**config.mk**
```make
export PLATFORM = sky130hd
export DESIGN_NAME = multilevel_priority_fifo_flat
export DESIGN_NICKNAME = d
export VERILOG_FILES = /design/src/hdl/mpf_pkg.sv /design/src/hdl/mpf_if.sv /design/src/hdl/mpf_cell.sv /design/src/hdl/multilevel_priority_fifo.sv /design/src/flat_wrapper.sv
export SDC_FILE = /design/constraint.sdc
export NUM_CORES = 2
export LEC_CHECK = 0
export ABC_AREA = 1
export BUFFER_PORTS_ARGS = -buffer_cell sky130_fd_sc_hd__buf_2
export CAP_MARGIN = 40
export CORE_MARGIN = 5
export CORE_UTILIZATION = 45
export CTS_BUF_LIST = sky130_fd_sc_hd__clkbuf_8
export DETAILED_ROUTE_END_ITERATION = 12
export SLEW_MARGIN = 20
export SYNTH_ARGS = -nofsm -noshare
export SYNTH_HDL_FRONTEND = slang
export SYNTH_SLANG_ARGS = --single-unit
export TNS_END_PERCENT = 20
```
**constraint.sdc**
```tcl
create_clock -name clk_i -period 3.2 [get_ports clk_i]
set_input_delay 0.32 -clock clk_i [delete_from_list [all_inputs] [get_ports clk_i]]
set_output_delay 0.32 -clock clk_i [all_outputs]
set_load 0.02 [all_outputs]
```
**src/hdl/mpf_pkg.sv**
```systemverilog
`timescale 1ns / 1ps
// shared types and codes for the multilevel priority fifo
// no dependencies

package mpf_pkg;

  typedef enum logic [1:0] {
    ACT_ADD    = 2'd0,
    ACT_REMOVE = 2'd1,
    ACT_QUERY  = 2'd2
  } action_e;

  typedef enum logic [3:0] {
    S_IDLE = 4'b0001,
    S_EXEC = 4'b0010,
    S_READ = 4'b0100,
    S_RESP = 4'b1000
  } state_e;

  typedef struct packed {
    logic [1:0]  action;
    logic [2:0]  priority_req;
    logic [15:0] task_tag;
  } item_t;

  typedef struct packed {
    logic        done_res;
    logic        overflow;
    logic        found;
    logic [15:0] front_tag;
    logic [2:0]  front_level;
    logic [7:0]  total_count;
    logic [4:0]  level_count;
  } result_t;

  typedef struct packed {
    logic        exec;
    logic [1:0]  action;
    logic [2:0]  level;
    logic [15:0] tag;
  } cell_ctrl_t;

  typedef struct packed {
    logic        busy;
    logic        matched;
    logic        full;
    logic [15:0] front_tag;
    logic [2:0]  front_level;
    logic [4:0]  level_count;
  } chain_t;

endpackage

```
**src/hdl/mpf_if.sv**
```systemverilog
`timescale 1ns / 1ps
// valid/ready channel interfaces for input items and results
// depends on mpf_pkg

interface mpf_in_if import mpf_pkg::*; ();
  logic  valid;
  logic  ready;
  item_t payload;

  modport source (output valid, output payload, input ready);
  modport sink (input valid, input payload, output ready);
endinterface

interface mpf_out_if import mpf_pkg::*; ();
  logic    valid;
  logic    ready;
  result_t payload;

  modport source (output valid, output payload, input ready);
  modport sink (input valid, input payload, output ready);
endinterface

```
**src/hdl/mpf_cell.sv**
```systemverilog
`timescale 1ns / 1ps
// one priority level: its tag fifo, pointers and fill, plus its link in the chain
// depends on mpf_pkg

module mpf_cell import mpf_pkg::*; #(
  parameter int ID          = 0,
  parameter int LEVEL_DEPTH = 16,
  parameter int TAG_BITS    = 16
) (
  input  logic       clk_i,
  input  logic       rst_ni,
  input  cell_ctrl_t ctrl_i,
  input  chain_t     chain_i,
  output chain_t     chain_o
);

  localparam int PTR_W  = $clog2(LEVEL_DEPTH);
  localparam int FILL_W = $clog2(LEVEL_DEPTH + 1);
  localparam bit Addressable = (ID < 8);
  localparam logic [2:0] LvlCode = 3'(ID);

  logic [PTR_W-1:0]    head_q, head_d, tail_q, tail_d;
  logic [FILL_W-1:0]   fill_q, fill_d;
  logic [TAG_BITS-1:0] mem_q [LEVEL_DEPTH];
  logic [TAG_BITS-1:0] rd_q;

  logic nonempty, first, match, full, do_add, do_rem;

  function automatic logic [PTR_W-1:0] advance(input logic [PTR_W-1:0] ptr);
    return (ptr == PTR_W'(LEVEL_DEPTH - 1)) ? '0 : ptr + PTR_W'(1);
  endfunction

  assign nonempty = (fill_q != '0);
  assign first    = nonempty && !chain_i.busy;
  assign match    = Addressable && (ctrl_i.level == LvlCode);
  assign full     = (fill_q == FILL_W'(LEVEL_DEPTH));
  assign do_add   = ctrl_i.exec && (ctrl_i.action == ACT_ADD) && match && !full;
  assign do_rem   = ctrl_i.exec && (ctrl_i.action == ACT_REMOVE) && first;

  always_comb begin
    head_d = head_q;
    tail_d = tail_q;
    fill_d = fill_q;
    if (do_add) begin
      tail_d = advance(tail_q);
      fill_d = fill_q + FILL_W'(1);
    end
    if (do_rem) begin
      head_d = advance(head_q);
      fill_d = fill_q - FILL_W'(1);
    end
  end

  always_ff @(posedge clk_i or negedge rst_ni) begin
    if (!rst_ni) begin
      head_q <= '0;
      tail_q <= '0;
      fill_q <= '0;
    end else begin
      head_q <= head_d;
      tail_q <= tail_d;
      fill_q <= fill_d;
    end
  end

  // tag storage, one write and one registered read per cycle
  always_ff @(posedge clk_i) begin
    if (do_add) begin
      mem_q[tail_q] <= TAG_BITS'(ctrl_i.tag);
    end
    rd_q <= mem_q[head_q];
  end

  always_comb begin
    chain_o.busy        = chain_i.busy || nonempty;
    chain_o.matched     = chain_i.matched || match;
    chain_o.full        = chain_i.full || (match && full);
    chain_o.front_tag   = first ? 16'(rd_q) : chain_i.front_tag;
    chain_o.front_level = first ? LvlCode : chain_i.front_level;
    chain_o.level_count = match ? 5'(fill_q) : chain_i.level_count;
  end

endmodule

```
**src/hdl/multilevel_priority_fifo.sv**
```systemverilog
`timescale 1ns / 1ps
// top level of the multilevel priority fifo: sequencer, counters and the row of level cells
// depends on mpf_pkg, mpf_if and mpf_cell
//
//   port    dir   handshake      payload
//   in_i    sink  valid/ready    action, priority_req, task_tag
//   out_o   src   valid/ready    done_res, overflow, found, front_tag, front_level,
//                                total_count, level_count
//
// each transaction steps through the sequencer: accept, update the cells, read the head tag
// from the cell memories, then resolve the front through the chain of cells.
// the chain from level 0 upward picks the most urgent non-empty level.
// rst_ni clears pointers, fills and the sequencer; tag storage is not cleared.
// a result waiting in the output register holds the sequencer before it is loaded.

module multilevel_priority_fifo import mpf_pkg::*; #(
  parameter int LEVELS      = 8,
  parameter int LEVEL_DEPTH = 16,
  parameter int TAG_BITS    = 16
) (
  input  logic      clk_i,
  input  logic      rst_ni,
  mpf_in_if.sink    in_i,
  mpf_out_if.source out_o
);

  localparam int TOT_W = $clog2(LEVELS * LEVEL_DEPTH + 1);

  state_e           state_q, state_d;
  item_t            item_q;
  logic             done_q, ovf_q;
  logic [TOT_W-1:0] all_fill_q;
  logic             out_valid_q;
  result_t          out_data_q;
  cell_ctrl_t       ctrl;
  chain_t           link [LEVELS+1];
  logic             accept, add_ok, add_ovf, rem_ok, load_out;

  assign accept = in_i.valid && in_i.ready;
  assign in_i.ready = (state_q == S_IDLE);

  assign ctrl.exec   = (state_q == S_EXEC);
  assign ctrl.action = item_q.action;
  assign ctrl.level  = item_q.priority_req;
  assign ctrl.tag    = item_q.task_tag;

  assign link[0] = '0;

  for (genvar g = 0; g < LEVELS; g++) begin : g_cell
    mpf_cell #(
      .ID          (g),
      .LEVEL_DEPTH (LEVEL_DEPTH),
      .TAG_BITS    (TAG_BITS)
    ) u_cell (
      .clk_i   (clk_i),
      .rst_ni  (rst_ni),
      .ctrl_i  (ctrl),
      .chain_i (link[g]),
      .chain_o (link[g+1])
    );
  end

  assign add_ok  = (item_q.action == ACT_ADD) && link[LEVELS].matched && !link[LEVELS].full;
  assign add_ovf = (item_q.action == ACT_ADD) && link[LEVELS].full;
  assign rem_ok  = (item_q.action == ACT_REMOVE) && link[LEVELS].busy;
  assign load_out = (state_q == S_RESP) && (!out_valid_q || out_o.ready);

  always_comb begin
    state_d = state_q;
    unique case (state_q)
      S_IDLE: if (accept) state_d = S_EXEC;
      S_EXEC: state_d = S_READ;
      S_READ: state_d = S_RESP;
      S_RESP: if (load_out) state_d = S_IDLE;
      default: state_d = S_IDLE;
    endcase
  end

  always_ff @(posedge clk_i or negedge rst_ni) begin
    if (!rst_ni) begin
      state_q     <= S_IDLE;
      all_fill_q  <= '0;
      out_valid_q <= 1'b0;
    end else begin
      state_q <= state_d;
      if (ctrl.exec && add_ok) begin
        all_fill_q <= all_fill_q + TOT_W'(1);
      end else if (ctrl.exec && rem_ok) begin
        all_fill_q <= all_fill_q - TOT_W'(1);
      end
      if (load_out) begin
        out_valid_q <= 1'b1;
      end else if (out_o.ready) begin
        out_valid_q <= 1'b0;
      end
    end
  end

  always_ff @(posedge clk_i) begin
    if (accept) begin
      item_q <= in_i.payload;
    end
    if (ctrl.exec) begin
      done_q <= add_ok || rem_ok;
      ovf_q  <= add_ovf;
    end
    if (load_out) begin
      out_data_q.done_res    <= done_q;
      out_data_q.overflow    <= ovf_q;
      out_data_q.found       <= link[LEVELS].busy;
      out_data_q.front_tag   <= link[LEVELS].front_tag;
      out_data_q.front_level <= link[LEVELS].front_level;
      out_data_q.total_count <= 8'(all_fill_q);
      out_data_q.level_count <= link[LEVELS].level_count;
    end
  end

  assign out_o.valid   = out_valid_q;
  assign out_o.payload = out_data_q;

  a_accept_starts_exec: assert property (@(posedge clk_i) disable iff (!rst_ni)
    accept |=> (state_q == S_EXEC))
    else $error("accepted transaction did not start execution");

  a_state_onehot: assert property (@(posedge clk_i) disable iff (!rst_ni)
    $onehot(state_q))
    else $error("sequencer state lost its one-hot code");

  a_fill_bound: assert property (@(posedge clk_i) disable iff (!rst_ni)
    all_fill_q <= TOT_W'(LEVELS * LEVEL_DEPTH))
    else $error("total fill exceeds capacity");

  a_done_ovf_excl: assert property (@(posedge clk_i) disable iff (!rst_ni)
    out_valid_q |-> !(out_data_q.done_res && out_data_q.overflow))
    else $error("done and overflow raised together");

  a_empty_count: assert property (@(posedge clk_i) disable iff (!rst_ni)
    (out_valid_q && !out_data_q.found) |-> (out_data_q.total_count == 8'd0))
    else $error("nothing found but total count nonzero");

endmodule
```
**src/flat_wrapper.sv**
```systemverilog
// flat-port wrapper written by rule: the top's interface ports become plain ports
module multilevel_priority_fifo_flat import mpf_pkg::*;
#(
  parameter int LEVELS      = 8,
  parameter int LEVEL_DEPTH = 16,
  parameter int TAG_BITS    = 16
)
  (clk_i, rst_ni, in_i_valid, in_i_payload, in_i_ready, out_o_valid, out_o_payload, out_o_ready);
  mpf_in_if in_i_i ();
  mpf_out_if out_o_i ();
  input  logic clk_i;
  input  logic rst_ni;
  input wire logic [$bits(in_i_i.valid)-1:0] in_i_valid;
  input wire logic [$bits(in_i_i.payload)-1:0] in_i_payload;
  output wire logic [$bits(in_i_i.ready)-1:0] in_i_ready;
  output wire logic [$bits(out_o_i.valid)-1:0] out_o_valid;
  output wire logic [$bits(out_o_i.payload)-1:0] out_o_payload;
  input wire logic [$bits(out_o_i.ready)-1:0] out_o_ready;
  assign in_i_i.valid = in_i_valid;
  assign in_i_i.payload = in_i_payload;
  assign in_i_ready = in_i_i.ready;
  assign out_o_valid = out_o_i.valid;
  assign out_o_payload = out_o_i.payload;
  assign out_o_i.ready = out_o_ready;
  multilevel_priority_fifo #(.LEVELS(LEVELS), .LEVEL_DEPTH(LEVEL_DEPTH), .TAG_BITS(TAG_BITS)) u_core (.clk_i(clk_i), .rst_ni(rst_ni), .in_i(in_i_i), .out_o(out_o_i));
endmodule
```
* Word-level counts from Yosys, hierarchy flattened
Memory sizes are Yosys's and may differ from the RTL's. A register that Yosys moved wholly into a read port is not among the register bits.
Cells that the tools add are included.
** Operators by class
- Add/subtract/negate cells :: 34
- Eq/ne operators :: 38
- Muxes and demuxes :: 77
- Reductions and logical operators :: 112
** Operators with widths (number)
- 16-bit two-way mux :: 8
- 5-bit two-way mux :: 24
- 4-bit two-way mux :: 18
- 4-bit equality test (second input constant) :: 17
- 4-bit by 1-bit adder with 4-bit output (second input constant) :: 16
- 1-bit logical AND :: 49
- 5-bit by 1-bit adder with 5-bit output (second input constant) :: 8
- 5-bit equality test (second input constant) :: 8
- 5-bit nonzero test :: 8
- 5-bit by 1-bit subtractor with 5-bit output (second input constant) :: 8
- 1-bit logical OR :: 23
- 1-bit two-way mux :: 20
- 2-bit nonzero test :: 10
- 1-bit logical NOT :: 17
- 8-bit two-way mux :: 2
- 4-bit one-hot mux with 4 select lines :: 1
- 3-bit equality test (second input constant) :: 4
- 8-bit by 1-bit adder with 8-bit output (second input constant) :: 1
- 8-bit by 1-bit subtractor with 8-bit output (second input constant) :: 1
- 3-bit by 2-bit equality test with 1-bit output (second input constant) :: 2
- 3-bit two-way mux :: 2
- 4-bit by 1-bit equality test with 1-bit output (second input constant) :: 1
- 4-bit by 2-bit equality test with 1-bit output (second input constant) :: 1
- 4-bit by 3-bit equality test with 1-bit output (second input constant) :: 1
- 10 further kinds :: 11
** Word-level totals
- Register bits after elaboration :: 175
- Bits in writable memories :: 2048
- Output and inout port bits :: 37
- Memories kept :: 8
** Memories
- u_core.g_cell[0].u_cell.mem_q :: words 16, bits a word 16, rd ports 1, clocked after memory_dff 1, write ports 1, RTL line mpf_cell.sv:24 : logic [TAG_BITS-1:0] mem_q [LEVEL_DEPTH];
- u_core.g_cell[1].u_cell.mem_q :: words 16, bits a word 16, rd ports 1, clocked after memory_dff 1, write ports 1, RTL line mpf_cell.sv:24
- u_core.g_cell[2].u_cell.mem_q :: words 16, bits a word 16, rd ports 1, clocked after memory_dff 1, write ports 1, RTL line mpf_cell.sv:24
- u_core.g_cell[3].u_cell.mem_q :: words 16, bits a word 16, rd ports 1, clocked after memory_dff 1, write ports 1, RTL line mpf_cell.sv:24
- u_core.g_cell[4].u_cell.mem_q :: words 16, bits a word 16, rd ports 1, clocked after memory_dff 1, write ports 1, RTL line mpf_cell.sv:24
- u_core.g_cell[5].u_cell.mem_q :: words 16, bits a word 16, rd ports 1, clocked after memory_dff 1, write ports 1, RTL line mpf_cell.sv:24
- 2 more memories

* Longest topological paths before layout
- Depth in word-level cells :: 13
- Depth in mapped cells :: 17
- Mapped depth without buffers :: 17

* Modules after synthesis
From an unflattened synthesis, not the netlist that was laid out.
** Unflattened totals
- Cells, all modules :: 8230
- Area, all modules :: 96271.1 µm²
** By module, submodules not included
- mpf_cell (u_core.g_cell[5].u_cell ...) :: times used 2, cells each 1004, area each 11703.7 µm², sequential area each 8333.0 µm²
- mpf_cell (u_core.g_cell[1].u_cell ...) :: times used 2, cells each 1007, area each 11686.2 µm², sequential area each 8333.0 µm²
- mpf_cell (u_core.g_cell[0].u_cell) :: times used 1, cells each 1008, area each 11706.2 µm², sequential area each 8333.0 µm²
- mpf_cell (u_core.g_cell[3].u_cell) :: times used 1, cells each 1005, area each 11705.0 µm², sequential area each 8333.0 µm²
- mpf_cell (u_core.g_cell[4].u_cell) :: times used 1, cells each 1006, area each 11681.2 µm², sequential area each 8333.0 µm²
- mpf_cell (u_core.g_cell[7].u_cell) :: times used 1, cells each 1000, area each 11681.2 µm², sequential area each 8333.0 µm²
- multilevel_priority_fifo :: times used 1, cells each 189, area each 2717.6 µm², sequential area each 2068.2 µm²

* Worst setup path after synthesis
Ideal clock, no wire load.
- Path kind :: register to register
- Start :: register u_core.state_q[0]
- End :: register u_core.item_q, in the netlist u_core.ctrl[0] (enable)
- Setup time :: 0.452 ns
- Arrival time :: 2.703 ns
- Slack :: 0.045 ns
- Stages on the path, launching flop included :: 3
- Cells stage by stage :: dfstp_2 > inv_1 > nor4_1
** On the way
- Word-level cells in the longest chain between the ends :: 2
** Ends and longest elaborated chain
- start: declaration :: RTL line multilevel_priority_fifo.sv:29 : state_e state_q, state_d;
- start signal: assignment :: RTL line multilevel_priority_fifo.sv:85 : state_q <= state_d;
- 4-bit by 1-bit equality test with 1-bit output :: RTL line multilevel_priority_fifo.sv:40 : assign in_i.ready = (state_q == S_IDLE);
- 1-bit logical AND :: RTL line multilevel_priority_fifo.sv:39 : assign accept = in_i.valid && in_i.ready;
- via u_core.accept :: RTL line multilevel_priority_fifo.sv:37 : logic accept, add_ok, add_ovf, rem_ok, load_out;
- end signal: assignment :: RTL line multilevel_priority_fifo.sv:101 : item_q <= in_i.payload;
- end: declaration :: RTL line multilevel_priority_fifo.sv:30 : item_t item_q;
The timed path passes the listed nets, and every way through them passes these cells.
A chain may end at the register's enable or synchronous reset.

* Worst setup path after layout
- Start :: register u_core.state_q[0]
- End :: register u_core.all_fill_q[5]
** On the way
- Word-level cells in the longest chain between the ends :: 3
- Elaborated cells between the ends (all ways) :: 5
- Classes of those cells :: 1 x eq/ne; 1 x mux; 3 x reduce/logical
** Ends and longest elaborated chain
- 4-bit by 2-bit equality test with 1-bit output (*) :: RTL line multilevel_priority_fifo.sv:42 : assign ctrl.exec = (state_q == S_EXEC);
- 1-bit logical AND (on tied branches) :: RTL line multilevel_priority_fifo.sv:86, multilevel_priority_fifo.sv:88
- 8-bit two-way mux or 2-bit nonzero test (tied branches)
- end signal: assignment :: RTL line multilevel_priority_fifo.sv:87 : all_fill_q <= all_fill_q + TOT_W'(1);
- end signal: assignment :: RTL line multilevel_priority_fifo.sv:89 : all_fill_q <= all_fill_q - TOT_W'(1);
- end: declaration :: RTL line multilevel_priority_fifo.sv:32 : logic [TOT_W-1:0] all_fill_q;
Every way passes the cells marked *; elsewhere a longest branch is shown, timed or not.

==> flow_summary.toml <==
[setup_path]
critPathArrivalTime_ns = 3.86
cp.required_ns = 4.18
slowest_delay_ns = 0.53
critical_path_class = "reg -> reg"
endpoint_kind = "flip-flop"
rr_worst_depth = 16
cp-start-kind = "flip-flop"
r2r_end = "u_core.all_fill_q[5]"
crit_path_frequent_cell = "nand2_1"
r2r_setup_slack_ns = 0.32
cp_cell_sequence = "inv_1, nand4_2, inv_2, nand2_4, inv_1, nand3_1, buf_4, ha_1, a21oi_1, nand2_1, a21oi_1, nor2_1, nor2_1, xor2_1, nand2_1, nand2_1"
path_max_fanout = 13
slowest_stage = "dfstp_2"
crit-reg2reg-launch = "u_core.state_q[0]"

[power]
power.total_mw = 74.1
p_comb_share_pct = 17.2
p_sw_share_pct = 29.8
ir_drop_uv = 546
power.switching_mw = 22.1
p_clk_share_pct = 33.5
p_leak_nw = 37.2
p_seq_share_pct = 49.4
power_density_nw_per_um2 = 710
intPower_mw = 52.0

[floorplanning]
io_pins = 62
initial_core_util_pct = 45.2
rows = 165
die_y_um = 461
core_um2 = 202000
die_area_um2 = 212000
fp.dieW_um = 461

[timing]
slew_headroom_pct = 32.5
hold_violations = 0
tightest_slew_ns = 1.01
period_needed_ns = 2.88
rsz0062_at_grt = "false"
finalSetupViolations = 0
tns_ns = 0
post-route-period-util_pct = 89.9
max_freq_ghz = 0.348
timing.final.max_slew_violations = 0
finClkSkew_ns = 0.0672

[drt]
wirelength_um = 249000
drc = 0
drt_iter0_drc = 6589
ant_nets = 0
wl_per_cell_um = 24.0
drtPass1Iterations = 6
vias = 58700
viasPerCell = 5.65

[grt]
grt_pass1_vias = 56800
grt_use_met1_pct = 33.1
antenna_found_initial = 7
grt_overflow = 0
grt-busiest-layer = "met2"
grt.total_usage_pct = 23.2
use_met2_pct = 36.0
grt_max_degree = 131
use_met3_pct = 3.93
grt_pass1_wl_um = 369000

[layout]
fin_util_pct = 51.6
drive_gt1_share_pct = 12.2
areaGrowthSynthToFinish_pct = 14.2
finalNetCount = 7535

[yosys]
syn_area_um2 = 91400
yosys_warnings = 0
synth-seq-cells = 2351
ys_seq_area_share_pct = 75.2
syn_nets = 7101
synth.distinct_cells = 50
syn_inst = 6997
syn_avg_cell_area_um2 = 13.1
synthArstFlopShare_pct = 4.98
synth_top_flop_cell = "edfxtp_1"
synth_edf_count = 2106

[clock_network]
cts_sinks = 2351
postCtsHoldBufs = 45
cts_setup_buffers = 0
clk_pin_slew_ns = 0.06
cts_buffers = 389
root_buffer = "clkbuf_8"
cts_buffer_depth = 4
clkLatencyLatePin_ns = 1.07
cts_resized = 0
h-tree-depth = 5
cts_tree = "built"

[placement]
dp_hpwl_um = 144000
port_buffers = 61
gp_congestion = 0.892

[run]
max_cap_viol_count = 0

[worst_hold_path]
min_path_type = "in -> reg"
whs_path_depth = 2
hold_end = "u_core.ctrl[17]"
holdCritStartpoint = "in_i_payload[17]"

[run_status]
status = "complete, no violations"
## how the worst max path moves through the flow
stage,startpoint,to,slack (ns),cells past startpoint
after floorplan,u_core.state_q[0],u_core.ctrl[0],0.04,2
after global placement,u_core.state_q[0],u_core.all_fill_q[5],0.35,16
after detailed placement,u_core.state_q[0],u_core.all_fill_q[6],0.35,16
after CTS,u_core.state_q[0],u_core.all_fill_q[6],0.34,16
after global routing,u_core.state_q[0],u_core.all_fill_q[5],0.09,16
final,u_core.state_q[0],u_core.all_fill_q[5],0.32,16
## power by group through the flow
stage / Combinational, mW / Clock [mW] / Sequential, mW
finish: 12.7 / 24.8 / 36.6
floorplan: 6.35 / 0 / 37.7
detailed placement: 12.5 / 0 / 37.2
global route: 13.8 / 26.8 / 36.6
CTS: 12.6 / 25.3 / 36.5
global placement: 12.3 / 0 / 37.2
## worst max-delay path, delay by kind of cell, from the launching register on
kind | cells | cell delay [ns]
simple gates | 8 | 0.90
buf+inv | 4 | 0.57
flops | 1 | 0.53
fa+ha+maj | 1 | 0.31
compound gates | 2 | 0.31
xor+xnor | 1 | 0.16
## cell type report
cell class	instances	area [um2]
fill	17000	97800
tap	2672	3340
inverter	208	793
antenna	3	7.51
clock buffer	427	5880
clock inverter	260	1370
timing repair buffer	424	3770
multi-input combinational	4057	20400
sequential	2351	68800
## cell families (layout without fill, tap and decap cells)
group	Yosys count	after routing	synth area share, %
xor+xnor	50	50	0.479
buf+inv	589	1319	2.45
flops	2351	2351	75.2
other cells	0	3	0
mux	3	3	0.0342
simple gates	2329	2329	10.5
compound gates	1596	1596	10.1
fa+ha+maj	79	79	1.16
## layout by cell type, fill, tap and decap left out, types with 69 or more instances in the layout
master and n:
a21oi_1 325, edfxtp_1 2106, a221oi_1 136, o221ai_1 117, o21ai_0 804, nand2_1 1069
clkbuf_8 427, nor2_1 805, dfrtp_1 107, buf_4 269, o22ai_1 184, clkinv_1 69
nand3_1 302, dfxtp_1 128, nand4_1 96, inv_1 313, ha_1 70
## metrics by stage
stage / cells / setup slack, ns / area (um2) / hold slack [ns]
final: 10400 / 0.323 / 104000 / 0.144
after CTS: 10400 / 0.340 / 104000 / 0.0400
after global placement: 9660 / 0.348 / 96500 / 0.415
after detailed placement: 9664 / 0.346 / 96600 / 0.177
after floorplan: 6997 / 0.0445 / 91400 / 0.0244
after global routing: 10400 / 0.0905 / 104000 / 0.0689
## per-layer routing
layer  up-vias  routed length, um
met2      2351             115000
met3       415              18200
li1      26700                  -
met1     29300             107000
met5         -                  0
met4         0               8980
## state kept, by name, indices dropped and copies added, names as in the netlist
name / flops
u_core.out_o.payload: 35
u_core.g_cell.u_cell.head_q: 32
u_core.g_cell.u_cell.fill_q: 40
u_core.ctrl: 21
u_core.out_o.valid: 1
u_core.g_cell.u_cell.mem_q: 2048
u_core.g_cell.u_cell.rd_q: 128
u_core.done_q: 1
u_core.ovf_q: 1
u_core.all_fill_q: 8
u_core.g_cell.u_cell.tail_q: 32
u_core.state_q: 4
## synthesized netlist by cell type (4+ instances only)
cell type	n	area (um2)
edfxtp_1	2106	63200
nand2_1	1069	4010
nor2_1	806	3030
o21ai_0	804	4020
clkbuf_1	347	1300
a21oi_1	325	1630
nand3_1	302	1510
inv_1	189	709
o22ai_1	184	1150
a221oi_1	136	1190
dfxtp_1	128	2560
o221ai_1	117	1020
dfrtp_1	116	2900
nand4_1	96	601
ha_1	70	876
xor2_1	45	394
buf_1	20	75.1
o211ai_1	15	113
inv_2	13	48.8
buf_2	11	55.1
nor3_1	11	55.1
fa_1	9	180
nand2_2	9	56.3
clkinv_1	5	18.8
nand3_2	5	50.1
nor3_4	5	81.3
xnor2_1	5	43.8
nor2_4	4	45.0
nor3_2	4	40.0
nor4_1	4	25.0
Note: power is estimated with default switching activity, not from simulation.
